==> config.mk <==
export PLATFORM = sky130hd
export DESIGN_NAME = cpu6502_address_mode_unit_core
export DESIGN_NICKNAME = d
export VERILOG_FILES = /design/src/cpu6502amu_pkg.sv /design/src/cpu6502amu_in_stage.sv /design/src/cpu6502amu_resolver.sv /design/src/cpu6502amu_out_stage.sv /design/src/cpu6502_address_mode_unit_core.sv
export VERILOG_INCLUDE_DIRS = /design/src /design/src/src
export SDC_FILE = /design/constraint.sdc
export NUM_CORES = 1
export LEC_CHECK = 0
export BUFFER_PORTS_ARGS = -buffer_cell sky130_fd_sc_hd__buf_2
export CAP_MARGIN = 20
export CORE_MARGIN = 2
export CORE_UTILIZATION = 55
export CTS_CLUSTER_SIZE = 24
export DETAILED_ROUTE_END_ITERATION = 16
export PLACE_DENSITY = 0.74
export RECOVER_POWER = 25
export SLEW_MARGIN = 20
export SYNTH_ARGS = -nofsm -noshare
export SYNTH_HDL_FRONTEND = slang
export SYNTH_SLANG_ARGS = --single-unit
==> constraint.sdc <==
create_clock -name aclk -period 6.31 [get_ports aclk]
set_input_delay 0.631 -clock aclk [delete_from_list [all_inputs] [get_ports aclk]]
set_output_delay 0.631 -clock aclk [all_outputs]
set_load 0.1 [all_outputs]
==> src/cpu6502_address_mode_unit_core_assert.svh <==
// assertion macros for the address mode unit
`ifndef CPU6502_ADDRESS_MODE_UNIT_CORE_ASSERT_SVH
`define CPU6502_ADDRESS_MODE_UNIT_CORE_ASSERT_SVH

// same-cycle implication, disabled while reset is asserted
`define AMU_ASSERT_IMPLY(name, clk, rstn, ante, cons) \
    name: assert property (@(posedge clk) disable iff (!(rstn)) (ante) |-> (cons)) \
        else $error("address mode unit check failed");

// next-cycle implication, disabled while reset is asserted
`define AMU_ASSERT_NEXT(name, clk, rstn, ante, cons) \
    name: assert property (@(posedge clk) disable iff (!(rstn)) (ante) |=> (cons)) \
        else $error("address mode unit check failed");

`endif

==> src/cpu6502amu_pkg.sv <==
package cpu6502amu_pkg;

    localparam int S_DATA_W = 48;
    localparam int M_DATA_W = 56;

    localparam logic [3:0] MODE_IMM  = 4'd0;
    localparam logic [3:0] MODE_ZP   = 4'd1;
    localparam logic [3:0] MODE_ZPX  = 4'd2;
    localparam logic [3:0] MODE_ZPY  = 4'd3;
    localparam logic [3:0] MODE_ABS  = 4'd4;
    localparam logic [3:0] MODE_ABSX = 4'd5;
    localparam logic [3:0] MODE_ABSY = 4'd6;
    localparam logic [3:0] MODE_IND  = 4'd7;
    localparam logic [3:0] MODE_INDX = 4'd8;
    localparam logic [3:0] MODE_INDY = 4'd9;

    localparam logic CMD_START = 1'b0;
    localparam logic CMD_BYTE  = 1'b1;

    localparam logic KIND_REQUEST = 1'b0;
    localparam logic KIND_DONE    = 1'b1;

    localparam logic [15:0] PAGE_MASK   = 16'hFF00;
    localparam logic [15:0] OFFSET_MASK = 16'h00FF;

    localparam logic [2:0] CYC_NONE    = 3'd0;
    localparam logic [2:0] CYC_ZP      = 3'd1;
    localparam logic [2:0] CYC_ZP_IDX  = 3'd2;
    localparam logic [2:0] CYC_ABS     = 3'd2;
    localparam logic [2:0] CYC_ABS_IDX = 3'd3;
    localparam logic [2:0] CYC_PTR     = 3'd4;
    localparam logic [2:0] CYC_MAX     = 3'd5;

    typedef enum logic [2:0] {
        STEP_IDLE,
        STEP_OPER_LO,
        STEP_OPER_HI,
        STEP_PTR_LO,
        STEP_PTR_HI
    } step_t;

    typedef struct packed {
        logic        command;
        logic [3:0]  mode;
        logic [15:0] pc;
        logic [7:0]  index_x;
        logic [7:0]  index_y;
        logic [7:0]  read_data;
    } in_item_t;

    typedef struct packed {
        logic        result_kind;
        logic [15:0] read_address;
        logic [15:0] effective_address;
        logic [15:0] next_pc;
        logic [2:0]  extra_cycles;
    } res_item_t;

endpackage

==> src/cpu6502amu_in_stage.sv <==
module cpu6502amu_in_stage (
    input  logic                                aclk,
    input  logic                                aresetn,
    input  logic                                s_tvalid,
    output logic                                s_tready,
    // mode[3:0], pc[19:4], index_x[27:20], index_y[35:28], read_data[43:36]
    input  logic [cpu6502amu_pkg::S_DATA_W-1:0] s_tdata,
    // command
    input  logic                                s_tuser,
    input  logic                                advance_i,
    output logic                                valid_o,
    output cpu6502amu_pkg::in_item_t            item_o
);
    import cpu6502amu_pkg::*;

    logic     valid_reg;
    in_item_t item_reg;
    in_item_t item_next;
    logic     fire;

    assign s_tready = !valid_reg || advance_i;
    assign fire     = s_tvalid && s_tready;

    always_comb begin
        item_next.command   = s_tuser;
        item_next.mode      = s_tdata[3:0];
        item_next.pc        = s_tdata[19:4];
        item_next.index_x   = s_tdata[27:20];
        item_next.index_y   = s_tdata[35:28];
        item_next.read_data = s_tdata[43:36];
    end

    always_ff @(posedge aclk) begin
        if (!aresetn) begin
            valid_reg <= 1'b0;
        end else if (fire) begin
            valid_reg <= 1'b1;
        end else if (advance_i) begin
            valid_reg <= 1'b0;
        end
    end

    always_ff @(posedge aclk) begin
        if (fire) begin
            item_reg <= item_next;
        end
    end

    assign valid_o = valid_reg;
    assign item_o  = item_reg;

endmodule

==> src/cpu6502amu_resolver.sv <==
module cpu6502amu_resolver (
    input  logic                      aclk,
    input  logic                      aresetn,
    input  logic                      item_valid_i,
    input  cpu6502amu_pkg::in_item_t  item_i,
    output logic                      res_valid_o,
    output cpu6502amu_pkg::res_item_t res_o,
    output cpu6502amu_pkg::step_t     step_o
);
    import cpu6502amu_pkg::*;

    step_t       step_reg, step_next;
    logic [3:0]  mode_reg, mode_next;
    logic [15:0] pc_reg, pc_next;
    logic [7:0]  x_reg, x_next;
    logic [7:0]  y_reg, y_next;
    logic [15:0] ptr_reg, ptr_next;
    logic [7:0]  low_reg, low_next;

    logic [7:0]  data;
    logic [7:0]  zp_x;
    logic [7:0]  zp_y;
    logic [15:0] base;
    logic [15:0] base_idx;
    logic [15:0] base_y;
    logic [15:0] ptr_inc;
    logic [15:0] ptr_hi_addr;
    logic [15:0] pc_inc1;
    logic [15:0] pc_inc2;

    function automatic res_item_t make_request(input logic [15:0] addr);
        res_item_t r;
        r                   = '0;
        r.result_kind       = KIND_REQUEST;
        r.read_address      = addr;
        return r;
    endfunction

    function automatic res_item_t make_done(input logic [15:0] ea, input logic [15:0] npc,
                                            input logic [2:0] cyc);
        res_item_t r;
        r                   = '0;
        r.result_kind       = KIND_DONE;
        r.effective_address = ea;
        r.next_pc           = npc;
        r.extra_cycles      = cyc;
        return r;
    endfunction

    function automatic logic [2:0] page_cross(input logic [15:0] a, input logic [15:0] b);
        return ((a & PAGE_MASK) != (b & PAGE_MASK)) ? 3'd1 : 3'd0;
    endfunction

    assign data     = item_i.read_data;
    assign zp_x     = data + x_reg;
    assign zp_y     = data + y_reg;
    assign base     = {data, low_reg};
    assign base_idx = base + {8'h00, (mode_reg == MODE_ABSX) ? x_reg : y_reg};
    assign base_y   = base + {8'h00, y_reg};
    assign ptr_inc  = ptr_reg + 16'd1;
    assign pc_inc1  = pc_reg + 16'd1;
    assign pc_inc2  = pc_reg + 16'd2;

    // indirect jump keeps the high fetch in the same page; zero-page pointers wrap in page zero
    always_comb begin
        if (mode_reg == MODE_IND) begin
            if ((ptr_reg & OFFSET_MASK) == OFFSET_MASK) begin
                ptr_hi_addr = ptr_reg & PAGE_MASK;
            end else begin
                ptr_hi_addr = ptr_inc;
            end
        end else begin
            ptr_hi_addr = ptr_inc & OFFSET_MASK;
        end
    end

    always_ff @(posedge aclk) begin
        if (!aresetn) begin
            step_reg <= STEP_IDLE;
        end else begin
            step_reg <= step_next;
        end
    end

    always_ff @(posedge aclk) begin
        mode_reg <= mode_next;
        pc_reg   <= pc_next;
        x_reg    <= x_next;
        y_reg    <= y_next;
        ptr_reg  <= ptr_next;
        low_reg  <= low_next;
    end

    always_comb begin
        step_next   = step_reg;
        mode_next   = mode_reg;
        pc_next     = pc_reg;
        x_next      = x_reg;
        y_next      = y_reg;
        ptr_next    = ptr_reg;
        low_next    = low_reg;
        res_valid_o = 1'b0;
        res_o       = '0;

        if (item_valid_i) begin
            if (item_i.command == CMD_START) begin
                mode_next   = item_i.mode;
                pc_next     = item_i.pc;
                x_next      = item_i.index_x;
                y_next      = item_i.index_y;
                ptr_next    = '0;
                low_next    = '0;
                res_valid_o = 1'b1;
                if (item_i.mode == MODE_IMM) begin
                    step_next = STEP_IDLE;
                    res_o     = make_done(item_i.pc, item_i.pc + 16'd1, CYC_NONE);
                end else if (item_i.mode > MODE_INDY) begin
                    step_next = STEP_IDLE;
                    res_o     = make_done(16'h0000, item_i.pc, CYC_NONE);
                end else begin
                    step_next = STEP_OPER_LO;
                    res_o     = make_request(item_i.pc);
                end
            end else begin
                unique case (step_reg)
                    STEP_OPER_LO: begin
                        res_valid_o = 1'b1;
                        unique case (mode_reg)
                            MODE_ZP: begin
                                step_next = STEP_IDLE;
                                res_o     = make_done({8'h00, data}, pc_inc1, CYC_ZP);
                            end
                            MODE_ZPX: begin
                                step_next = STEP_IDLE;
                                res_o     = make_done({8'h00, zp_x}, pc_inc1, CYC_ZP_IDX);
                            end
                            MODE_ZPY: begin
                                step_next = STEP_IDLE;
                                res_o     = make_done({8'h00, zp_y}, pc_inc1, CYC_ZP_IDX);
                            end
                            MODE_INDX: begin
                                ptr_next  = {8'h00, zp_x};
                                step_next = STEP_PTR_LO;
                                res_o     = make_request({8'h00, zp_x});
                            end
                            MODE_INDY: begin
                                ptr_next  = {8'h00, data};
                                step_next = STEP_PTR_LO;
                                res_o     = make_request({8'h00, data});
                            end
                            default: begin
                                low_next  = data;
                                step_next = STEP_OPER_HI;
                                res_o     = make_request(pc_inc1);
                            end
                        endcase
                    end
                    STEP_OPER_HI: begin
                        res_valid_o = 1'b1;
                        if (mode_reg == MODE_ABSX || mode_reg == MODE_ABSY) begin
                            step_next = STEP_IDLE;
                            res_o     = make_done(base_idx, pc_inc2,
                                                  CYC_ABS_IDX + page_cross(base, base_idx));
                        end else if (mode_reg == MODE_IND) begin
                            ptr_next  = base;
                            step_next = STEP_PTR_LO;
                            res_o     = make_request(base);
                        end else begin
                            step_next = STEP_IDLE;
                            res_o     = make_done(base, pc_inc2, CYC_ABS);
                        end
                    end
                    STEP_PTR_LO: begin
                        res_valid_o = 1'b1;
                        low_next    = data;
                        step_next   = STEP_PTR_HI;
                        res_o       = make_request(ptr_hi_addr);
                    end
                    STEP_PTR_HI: begin
                        res_valid_o = 1'b1;
                        step_next   = STEP_IDLE;
                        if (mode_reg == MODE_IND) begin
                            res_o = make_done(base, pc_reg, CYC_NONE);
                        end else if (mode_reg == MODE_INDY) begin
                            res_o = make_done(base_y, pc_inc1,
                                              CYC_PTR + page_cross(base, base_y));
                        end else begin
                            res_o = make_done(base, pc_inc1, CYC_PTR);
                        end
                    end
                    default: begin
                        // byte with nothing pending is dropped
                        step_next = STEP_IDLE;
                    end
                endcase
            end
        end
    end

    assign step_o = step_reg;

endmodule

==> src/cpu6502amu_out_stage.sv <==
module cpu6502amu_out_stage (
    input  logic                                aclk,
    input  logic                                aresetn,
    input  logic                                load_i,
    input  cpu6502amu_pkg::res_item_t           res_i,
    output logic                                ready_o,
    output logic                                m_tvalid,
    input  logic                                m_tready,
    // read_address[15:0], effective_address[31:16], next_pc[47:32],
    // extra_cycles[50:48], zero fill [55:51]
    output logic [cpu6502amu_pkg::M_DATA_W-1:0] m_tdata,
    // result_kind
    output logic                                m_tuser
);
    import cpu6502amu_pkg::*;

    logic      valid_reg;
    res_item_t res_reg;

    assign ready_o = !valid_reg || m_tready;

    always_ff @(posedge aclk) begin
        if (!aresetn) begin
            valid_reg <= 1'b0;
        end else if (load_i) begin
            valid_reg <= 1'b1;
        end else if (m_tready) begin
            valid_reg <= 1'b0;
        end
    end

    always_ff @(posedge aclk) begin
        if (load_i) begin
            res_reg <= res_i;
        end
    end

    assign m_tvalid = valid_reg;
    assign m_tuser  = res_reg.result_kind;
    assign m_tdata  = {5'b00000, res_reg.extra_cycles, res_reg.next_pc,
                       res_reg.effective_address, res_reg.read_address};

endmodule

==> src/cpu6502_address_mode_unit_core.sv <==
// channel  | direction | tdata                                         | tuser
// s_       | in        | mode, pc, index_x, index_y, read_data (48b)   | command
// m_       | out       | read_address, effective_address, next_pc,     | result_kind
//          |           | extra_cycles (56b)                            |
//
// one transaction per cycle in each direction while m_tready is held high; a result passes
// through the input register and then the result register
// the address sequencer updates its state as an item leaves the input register, so the
// next item sees it in the following cycle
// aresetn (synchronous) clears both valid flags and returns the sequencer to idle
// a stall on m_ holds the input register and drops s_tready once both stages are full
`include "cpu6502_address_mode_unit_core_assert.svh"

module cpu6502_address_mode_unit_core (
    input  logic                                aclk,
    input  logic                                aresetn,
    input  logic                                s_tvalid,
    output logic                                s_tready,
    // mode[3:0], pc[19:4], index_x[27:20], index_y[35:28], read_data[43:36]
    input  logic [cpu6502amu_pkg::S_DATA_W-1:0] s_tdata,
    // command
    input  logic                                s_tuser,
    output logic                                m_tvalid,
    input  logic                                m_tready,
    // read_address[15:0], effective_address[31:16], next_pc[47:32], extra_cycles[50:48]
    output logic [cpu6502amu_pkg::M_DATA_W-1:0] m_tdata,
    // result_kind
    output logic                                m_tuser
);
    import cpu6502amu_pkg::*;

    logic      in_valid;
    in_item_t  in_item;
    logic      out_ready;
    logic      advance;
    logic      res_valid;
    res_item_t res;
    step_t     step;

    assign advance = in_valid && out_ready;

    cpu6502amu_in_stage u_in_stage (
        .aclk      (aclk),
        .aresetn   (aresetn),
        .s_tvalid  (s_tvalid),
        .s_tready  (s_tready),
        .s_tdata   (s_tdata),
        .s_tuser   (s_tuser),
        .advance_i (advance),
        .valid_o   (in_valid),
        .item_o    (in_item)
    );

    cpu6502amu_resolver u_resolver (
        .aclk         (aclk),
        .aresetn      (aresetn),
        .item_valid_i (advance),
        .item_i       (in_item),
        .res_valid_o  (res_valid),
        .res_o        (res),
        .step_o       (step)
    );

    cpu6502amu_out_stage u_out_stage (
        .aclk     (aclk),
        .aresetn  (aresetn),
        .load_i   (advance && res_valid),
        .res_i    (res),
        .ready_o  (out_ready),
        .m_tvalid (m_tvalid),
        .m_tready (m_tready),
        .m_tdata  (m_tdata),
        .m_tuser  (m_tuser)
    );

    `AMU_ASSERT_IMPLY(a_request_fields_clear, aclk, aresetn, m_tvalid && m_tuser == KIND_REQUEST, m_tdata[50:16] == 35'd0)
    `AMU_ASSERT_IMPLY(a_done_fields_sane, aclk, aresetn, m_tvalid && m_tuser == KIND_DONE, m_tdata[15:0] == 16'h0000 && m_tdata[50:48] <= CYC_MAX)
    `AMU_ASSERT_NEXT(a_done_returns_idle, aclk, aresetn, res_valid && res.result_kind == KIND_DONE, step == STEP_IDLE)
    `AMU_ASSERT_NEXT(a_request_stays_busy, aclk, aresetn, res_valid && res.result_kind == KIND_REQUEST, step != STEP_IDLE)

endmodule
==> impl_metrics.py <==
metrics = {
    "outcome": {
        "status": "completed",
    },
    "yosys": {
        "ys_warn_count": 0,
        "synth_seq_area_share": 0.482,
        "synthArstFlopShare": 0,
        "yosysTopAreaCellShare": 0.472,
        "yosys-top-cells-count": "edfxtp_1 (157), nand2_1 (104), a21oi_1 (70), o21ai_0 (68), nor2_1 (64)",
        "ys_ff_latch": 162,
        "synth_edf_count": 157,
        "syn_area_um2": 10000,
        "synth_cells": 974,
        "post_synth_num_cell_types": 83,
        "ys_dominant_reg_cell": "edfxtp_1",
        "synth_area_leaders": "edfxtp_1 (47%), ha_1 (4.6%), nand2_1 (3.9%)",
        "synth.most_common_cell": "edfxtp_1",
        "syn_area_per_cell_um2": 10.3,
        "yosys.area.top_type": "edfxtp_1",
    },
    "placed_design": {
        "portBuffers": 102,
        "placedInstanceArea_um2": 10600,
        "dpl_worst_slack_ns": 1.80,
        "place_inst": 1254,
        "post-dp-hpwl_um": 21200,
        "place.gp.congestion": 0.982,
    },
    "worst_setup_path": {
        "crit_arrival_ns": 4.95,
        "r2r-start": "u_resolver.mode_reg[0]$_DFFE_PP_",
        "cp_num_buf_inv": 0,
        "critPathLaunchType": "register",
        "cp-startpoint": "u_resolver.mode_reg[0]$_DFFE_PP_",
        "end_kind": "register",
        "critPathSlowestCell": "edfxtp_1",
        "required_ns": 6.54,
        "crit_cells": 11,
        "cp_top_family": "compound AO/OA/AOI/OAI gates",
        "cp_max_fo": 19,
        "critPathMaxStageDelay_ns": 0.74,
        "criticalPathCategory": "reg2reg",
        "critPathCapture": "u_out_stage.m_tdata[49]$_SDFFCE_PN0P_",
        "path_cells": "nor2b_1, and2_1, mux2_2, ha_1, o21ai_0, o21ai_0, a31oi_1, nor2_1, nor2_1, o21ai_0, a21oi_1",
        "path_common_cell": "o21ai_0",
        "worstRegToRegCells": 11,
        "reg2reg_slack_ns": 1.58,
        "rr_endpoint": "u_out_stage.m_tdata[49]$_SDFFCE_PN0P_",
    },
    "timing": {
        "rsz0062_at_grt": "no",
        "maxSlewHeadroom": 0.232,
        "worst_slack_ns": 1.58,
        "worstMarginPinSlew_ns": 1.14,
        "finalSetupViolCount": 0,
        "fmax_mhz": 211,
        "min_period_over_period": 0.749,
        "maxSlewViolCount": 0,
        "skew_ns": 0.0128,
        "hold_viol": 0,
        "layout_min_cycle_time_ns": 4.73,
        "fin_setup_tns_ns": 0,
    },
    "routing": {
        "drt_iter0_markers": 1213,
        "vias": 8526,
        "via_per_inst": 6.63,
        "wire_per_inst_um": 23.3,
        "wirelength_um": 30000,
        "antenna_left": 0,
        "remaining_drc_errors": 0,
        "drtPass1Iterations": 6,
    },
    "clocking": {
        "cts_tree": "built",
        "path_clk_slew_ns": 0.07,
        "holdBufCountCts": 0,
        "cts_root_buf": "clkbuf_16",
        "cts_resized": 0,
        "h-tree-depth": 4,
        "cts_buffer_depth": 2,
        "insertion_delay_ns": 0.44,
        "cts_buffers": 17,
        "cts_setup_buffers": 0,
        "clock_sinks": 162,
    },
    "floorplan": {
        "dieArea_um2": 19300,
        "die_w_um": 139,
        "rows": 49,
        "initial_core_util": 0.558,
        "dieHeight_um": 139,
        "core-area_um2": 17900,
        "ios": 112,
    },
    "final_layout": {
        "regMostFlops": "u_out_stage.m_tdata",
        "syn_to_final_growth_pct": 11.9,
        "drive_gt1_frac": 0.171,
        "final_nets": 1138,
        "fill_cells": 1472,
        "n_antenna_cell": 0,
        "final_area_um2": 11200,
        "fin_cells": 1286,
        "largest_register_ff_count": 51,
    },
    "grt": {
        "grt_pass1_vias": 7951,
        "grt_max_degree": 53,
        "grt_pass1_wl_um": 45900,
        "grt_use_total": 0.312,
        "grt-ovfl-total": 0,
        "antenna_found_initial": 0,
    },
    "flow_run": {
        "drv_cap": 0,
    },
    "power": {
        "ir_worst_vdd_uv": 330,
        "p_leak_nw": 3.96,
        "cellPowerDensity_nw_per_um2": 242,
    },
    "worst_hold_path": {
        "hold_class": "in2reg",
    },
}
## metrics by stage
stage / power, mW / utilization / hold slack, ns
2_1_floorplan: 1.59 / - / 0.400
3_3_place_gp: 1.68 / 0.592 / 0.402
3_5_place_dp: 1.69 / 0.592 / 0.405
4_1_cts: 2.71 / 0.625 / 0.348
5_1_grt: 2.78 / 0.625 / 0.348
6_report: 2.70 / 0.625 / 0.359
## layout by cell type, fill, tap and decap left out, types with 16 or more instances in the layout
master     synthesis  final
a21oi_1           70     69
a222oi_1          18     18
and3_1            24     24
buf_2             21    102
clkbuf_16          0     17
edfxtp_1         157    157
ha_1              37     37
nand2_1          104    104
nand3_1           27     27
nor2_1            64     63
nor3_1            19     19
o21ai_0           68     68
o22ai_1           16     16
xnor2_1           31     31
xor2_1            24     24
## final cells by class
cell class / instances / area (um^2) / area share
clock buffer: 17 / 425 / 0.0380
clock inverter: 15 / 165 / 0.0148
inverter: 16 / 60.1 / 0.00537
multi-input combinational: 735 / 4850 / 0.434
sequential: 162 / 4810 / 0.430
tap: 229 / 287 / 0.0256
timing repair buffer: 112 / 582 / 0.0520
## kinds of logic after synthesis
logic type | Yosys count | share of synthesized area
fa+ha+maj | 41 | 0.0543
xor+xnor | 55 | 0.0482
simple gates | 317 | 0.157
other cells | 1 | 0.000375
flops | 162 | 0.482
compound gates | 302 | 0.206
buf+inv | 81 | 0.0365
mux | 15 | 0.0163
## layer usage
metal	routed length [um]	GRT usage	up-vias
li1	-	-	3880
met3	2760	0.0691	83
met4	1330	0.147	0
met1	12200	0.431	4056
met2	13700	0.472	507
met5	0	0	-
## worst min path at each step
stage,from,cells past startpoint,slack [ns],end
after floorplan,u_in_stage.item_o[16]$_DFFE_PP_,0,0.40,u_resolver.x_reg[0]$_DFFE_PP_
after global placement,u_in_stage.item_o[23]$_DFFE_PP_,0,0.40,u_resolver.x_reg[7]$_DFFE_PP_
after detailed placement,u_in_stage.item_o[14]$_DFFE_PP_,0,0.40,u_resolver.y_reg[6]$_DFFE_PP_
after CTS,s_tdata[35],1,0.35,u_in_stage.item_o[15]$_DFFE_PP_
after global routing,s_tdata[29],1,0.35,u_in_stage.item_o[9]$_DFFE_PP_
final,s_tdata[37],1,0.36,u_in_stage.item_o[1]$_DFFE_PP_
## power breakdown
part           internal (mW)  leakage (nW)  total, mW  switching (mW)
Sequential              1.23          1.47       1.30          0.0647
Clock                  0.532         0.280       1.03           0.500
Combinational          0.105          2.21      0.376           0.272
Total                   1.87          3.96       2.70           0.837
## worst register-to-register path: stages, from the launching register on
cell and delay, ns:
edfxtp_1 0.74, nor2b_1 0.69, and2_1 0.46, mux2_2 0.39, ha_1 0.33, o21ai_0 0.25
o21ai_0 0.20, a31oi_1 0.49, nor2_1 0.17, nor2_1 0.18, o21ai_0 0.29, a21oi_1 0.31
No activity file was read; power rests on OpenSTA's default activity.
